## src/design/ket_pkg.sv

```systemverilog
`default_nettype none
package ket_pkg;

    localparam int CAPACITY_DEF  = 256;
    localparam int MOVE_BITS_DEF = 32;
    localparam int WORD_W        = 32;
    localparam int OP_W          = 3;
    localparam int STATUS_W      = 2;
    localparam int IDX_OUT_W     = 8;
    localparam int CNT_OUT_W     = 9;

    typedef enum logic [OP_W-1:0] {
        OP_INSERT = 3'd0,
        OP_LOOKUP = 3'd1,
        OP_DELETE = 3'd2,
        OP_NEXT   = 3'd3,
        OP_PREV   = 3'd4,
        OP_RESET  = 3'd5,
        OP_READ   = 3'd6,
        OP_NONE   = 3'd7
    } op_t;

    localparam logic [STATUS_W-1:0] ST_OK       = 2'd0;
    localparam logic [STATUS_W-1:0] ST_NOTFOUND = 2'd1;
    localparam logic [STATUS_W-1:0] ST_FULL     = 2'd2;
    localparam logic [STATUS_W-1:0] ST_NOCUR    = 2'd3;

    // key of one stored entry
    typedef struct packed {
        logic [WORD_W-1:0] bm;
        logic [WORD_W-1:0] bk;
        logic [WORD_W-1:0] wm;
        logic [WORD_W-1:0] wk;
    } key_t;

endpackage
`default_nettype wire

```

## src/design/ket_cell.sv

```systemverilog
`default_nettype none
// One table slot; in a delete sweep it loads its right neighbor's entry.
module ket_cell
    import ket_pkg::*;
#(
    parameter int MOVE_BITS = MOVE_BITS_DEF
) (
    input  wire logic                 clk,
    input  wire logic                 wr_en,
    input  wire key_t                 wr_key,
    input  wire logic [MOVE_BITS-1:0] wr_move,
    input  wire logic                 mv_en,
    input  wire logic                 shift_en,
    input  wire key_t                 nb_key,
    input  wire logic [MOVE_BITS-1:0] nb_move,
    output key_t                      key_q,
    output logic [MOVE_BITS-1:0]      move_q
);

    key_t                 key_reg;
    logic [MOVE_BITS-1:0] move_reg;

    // load new entry, overwrite move, or take neighbor
    always_ff @(posedge clk)
    begin
        if (shift_en)
        begin
            key_reg  <= nb_key;
            move_reg <= nb_move;
        end
        else if (wr_en)
        begin
            key_reg  <= wr_key;
            move_reg <= wr_move;
        end
        else if (mv_en)
        begin
            move_reg <= wr_move;
        end
    end

    assign key_q  = key_reg;
    assign move_q = move_reg;

endmodule
`default_nettype wire

```

## config.mk

```make
export PLATFORM = sky130hd
export DESIGN_NAME = ket_cell
export DESIGN_NICKNAME = d
export VERILOG_FILES = /design/src/design/ket_pkg.sv /design/src/design/ket_cell.sv
export SDC_FILE = /design/constraint.sdc
export NUM_CORES = 1
export LEC_CHECK = 0
export BUFFER_PORTS_ARGS = -buffer_cell sky130_fd_sc_hd__buf_2
export CORE_AREA = 5 5 185 187
export CTS_CLUSTER_DIAMETER = 50
export DETAILED_ROUTE_END_ITERATION = 8
export DIE_AREA = 0 0 190 192
export GPL_TIMING_DRIVEN = 0
export PLACE_DENSITY = 0.47
export SYNTH_ARGS = -nofsm -noshare
export SYNTH_HDL_FRONTEND = slang
export SYNTH_SLANG_ARGS = --single-unit
```

## constraint.sdc

```tcl
create_clock -name clk -period 9.13 [get_ports clk]
set_input_delay 1.3695 -clock clk [delete_from_list [all_inputs] [get_ports clk]]
set_output_delay 1.3695 -clock clk [all_outputs]
set_load 0.01 [all_outputs]
```

---- Yosys cells after proc, flatten, opt, wreduce, memory -nomap -nowiden ----
Cells that the tools add are included.
storage, ports and cells
  register bits after elaboration ......... 160
  input bits .............................. 324
  output and inout bits ................... 160
operators by class
  multiplexer cells ....................... 5
  reduce and logical (&&, ||, !) cells .... 2
operators with widths
  cell                 count
  128-bit two-way mux  2
  32-bit two-way mux   3
  3-bit nonzero test   1
  2-bit nonzero test   1

---- Longest topological paths before layout ----
  word-level depth ........................ 3
  mapped depth ............................ 4
  gate-level depth less buffers ........... 1

---- Worst setup path before layout ----
No wires, ideal clock.
  kind .................................... input to register
  from .................................... in shift_en
  to ...................................... reg key_reg, in the netlist key_q[0], enable pin
  library setup time ...................... 0.496 ns
  arrival time ............................ 4.603 ns
  required time ........................... 8.634 ns
  slack ................................... 4.031 ns
  stages on the path ...................... 4
  buffers on the path ..................... 3
  cells stage by stage .................... buf_6 > buf_6 > buf_6 > or2_1
on the way
  cells in the longest elaborated chain, start to end .. 1
RTL lines
  element                       RTL line        text
  start, declared               ket_cell.sv:13  input wire logic shift_en,
  2-bit nonzero test (no line)  -
  end signal, assigned          ket_cell.sv:28  key_reg <= nb_key;
  end signal, assigned          ket_cell.sv:33  key_reg <= wr_key;
  end, declared                 ket_cell.sv:20  key_t key_reg;
No other way between the ends.
A chain may end at the register's enable or synchronous reset.

---- Worst setup path after layout ----
  from .................................... in shift_en
  to ...................................... reg key_reg, in the netlist key_q[7], enable pin
Same word-level chain as after synthesis.

==> results.toml <==
[timing]
drv_slew = 0
hold_viol_final = 0
max_freq_mhz = 354.6
fin_ws_ns = 6.310
relSlewSlack_pct = 50.95
worstMarginPinSlew_ns = 0.7357
min_period_ns = 2.820
setup_viol = 0
rsz0062_at_grt = "false"
finalCritPeriodShare_pct = 30.89
tns_ns = 0

[layout]
num_antenna_cells = 0
mostFrequentLayoutCell = "buf_2"
final_cell_mix = "490 x buf_2, 160 x edfxtp_1, 81 x mux2_2"
nets = 1167
area_delta_synth_final_pct = 51.69
final_cells = 1297
fin_area_um2 = 10720
layout-drive-gt1-share_pct = 81.17

[global_route]
grt_max_degree = 50
grt.overflow.total = 0
grt_pass1_wl_um = 32170
antenna_found_initial = 1
grt_util_all_layers_pct = 11.98
grt_pass1_vias = 5370

[route]
ant_nets = 0
drc = 0
top_layer_used = "met4"
wl_per_cell_um = 17.76
firstDrtPassIters = 4
via_per_inst = 3.764
finalWirelength_um = 23040
drt_iter0_drc = 76
met1_length_um = 7872
vias = 4882
wl_met3_um = 2312
dr_wl_met2_um = 12500

[min_path]
hold_depth = 2
worstHoldPathType = "in -> reg"
hp-start = "wr_move[31]"

[logic_synthesis]
synthCells = 340
ys_top_cells_by_area = "edfxtp_1 68%, mux2_4 17%, mux2_2 13%"
synth_cell_types = 7
syn_avg_cell_area_um2 = 20.79
yosys_warnings = 0
synth_area_um2 = 7068
yosysSeqAreaShare_pct = 67.98
synth.top_cell.area_share_pct = 67.98
synth_fp_nets = 664
ys_ff_latch = 160
synth_top_area_cell = "edfxtp_1"

[die]
rows = 66
die_y_um = 192
dieArea_um2 = 36480
core-area_um2 = 32290
die_w_um = 190
initial_core_util_pct = 21.89
ioPinCount = 484

[place]
port_buffers = 482
gp_congestion = 0.7250
place_inst = 1266
dpl_worst_slack_ns = 5.743
hpwl_um = 18660
dpl-instance-area_um2 = 10080

[status]
outcome = "complete, no violations"

[power]
power_density_nw_per_um2 = 189.4
vdd_drop_max_v = 0.0001144
p_leak_nw = 4.931

[cts]
tritoncts = "done"
cts_buffers = 17
root_buffer = "clkbuf_16"
cts_hold_buffers = 0
cts-resized-gates = 0
htree_levels = 4
numClockSinks = 160
cts_setup_buffers = 0
path_clk_slew_ns = 0.07
cts_max_path_buffers = 2

[worst_setup_path]
path_cells = "buf_6 > buf_6 > buf_6 > or2_4 > buf_16"
crit_top_cell = "buf_6"
crit_fanout = 49
required_ns = 9.23
cpPeakStageDelay_ns = 0.58
startpoint = "shift_en"
end_kind = "register"
arrival_ns = 2.92
cp-start-kind = "input pin"
slowest_stage = "or2_4"
path_class = "in -> reg"

[job]
cap_viol_max_count = 0
power breakdown:
group	total (mW)	internal (mW)	switching, mW
sequential	0.920	0.901	0.0187
clock	0.790	0.486	0.304
combinational	0.322	0.172	0.149
total	2.03	1.56	0.472
final timing paths:
kind,end
max,key_q[7]
min,move_q[31]
registers in the layout (all words and copies together), names as in the netlist:
name and cells:
key_q 128, move_q 32
cells by family (layout without fill, tap and decap cells):
kind of cell  count (synthesis)  after routing  share of synthesized area [%]
mux                         160            160                          29.69
flops                       160            160                          67.98
buf+inv                      18            533                          2.160
simple gates                  2              2                         0.1771
layout make-up:
type	count	area (µm²)
tap	442	553.0
multi-input combinational	162	2115
buffer	18	152.6
clock inverter	13	207.7
fill	3287	21570
timing repair buffer	484	2460
sequential	160	4805
clock buffer	18	429.2
synth_stat cells:
cell type and n:
or2_1 1, or3_1 1, edfxtp_1 160, buf_6 10, mux2_4 79, mux2_2 81, buf_2 8
routing by layer:
metal,track usage (%),vias to the layer above
li1,-,2349
met1,11.90,2242
met2,22.42,273
met3,4.871,18
met4,4.313,0
met5,0,-
critical path: cells and delay by family:
family / cells / cell delay, ns
buffers and inverters: 4 / 0.89
AND/OR/NAND/NOR: 1 / 0.58
per-stage QoR:
stage | util (%) | hold WS [ns] | power, mW
floorplan | - | 1.587 | 1.088
global placement | 31.07 | 1.670 | 1.268
detailed placement | 31.23 | 1.673 | 1.268
CTS | 33.20 | 1.188 | 2.076
global route | 33.21 | 1.194 | 2.125
finish | 33.21 | 1.230 | 2.031
(Power assumes the default switching activity.)
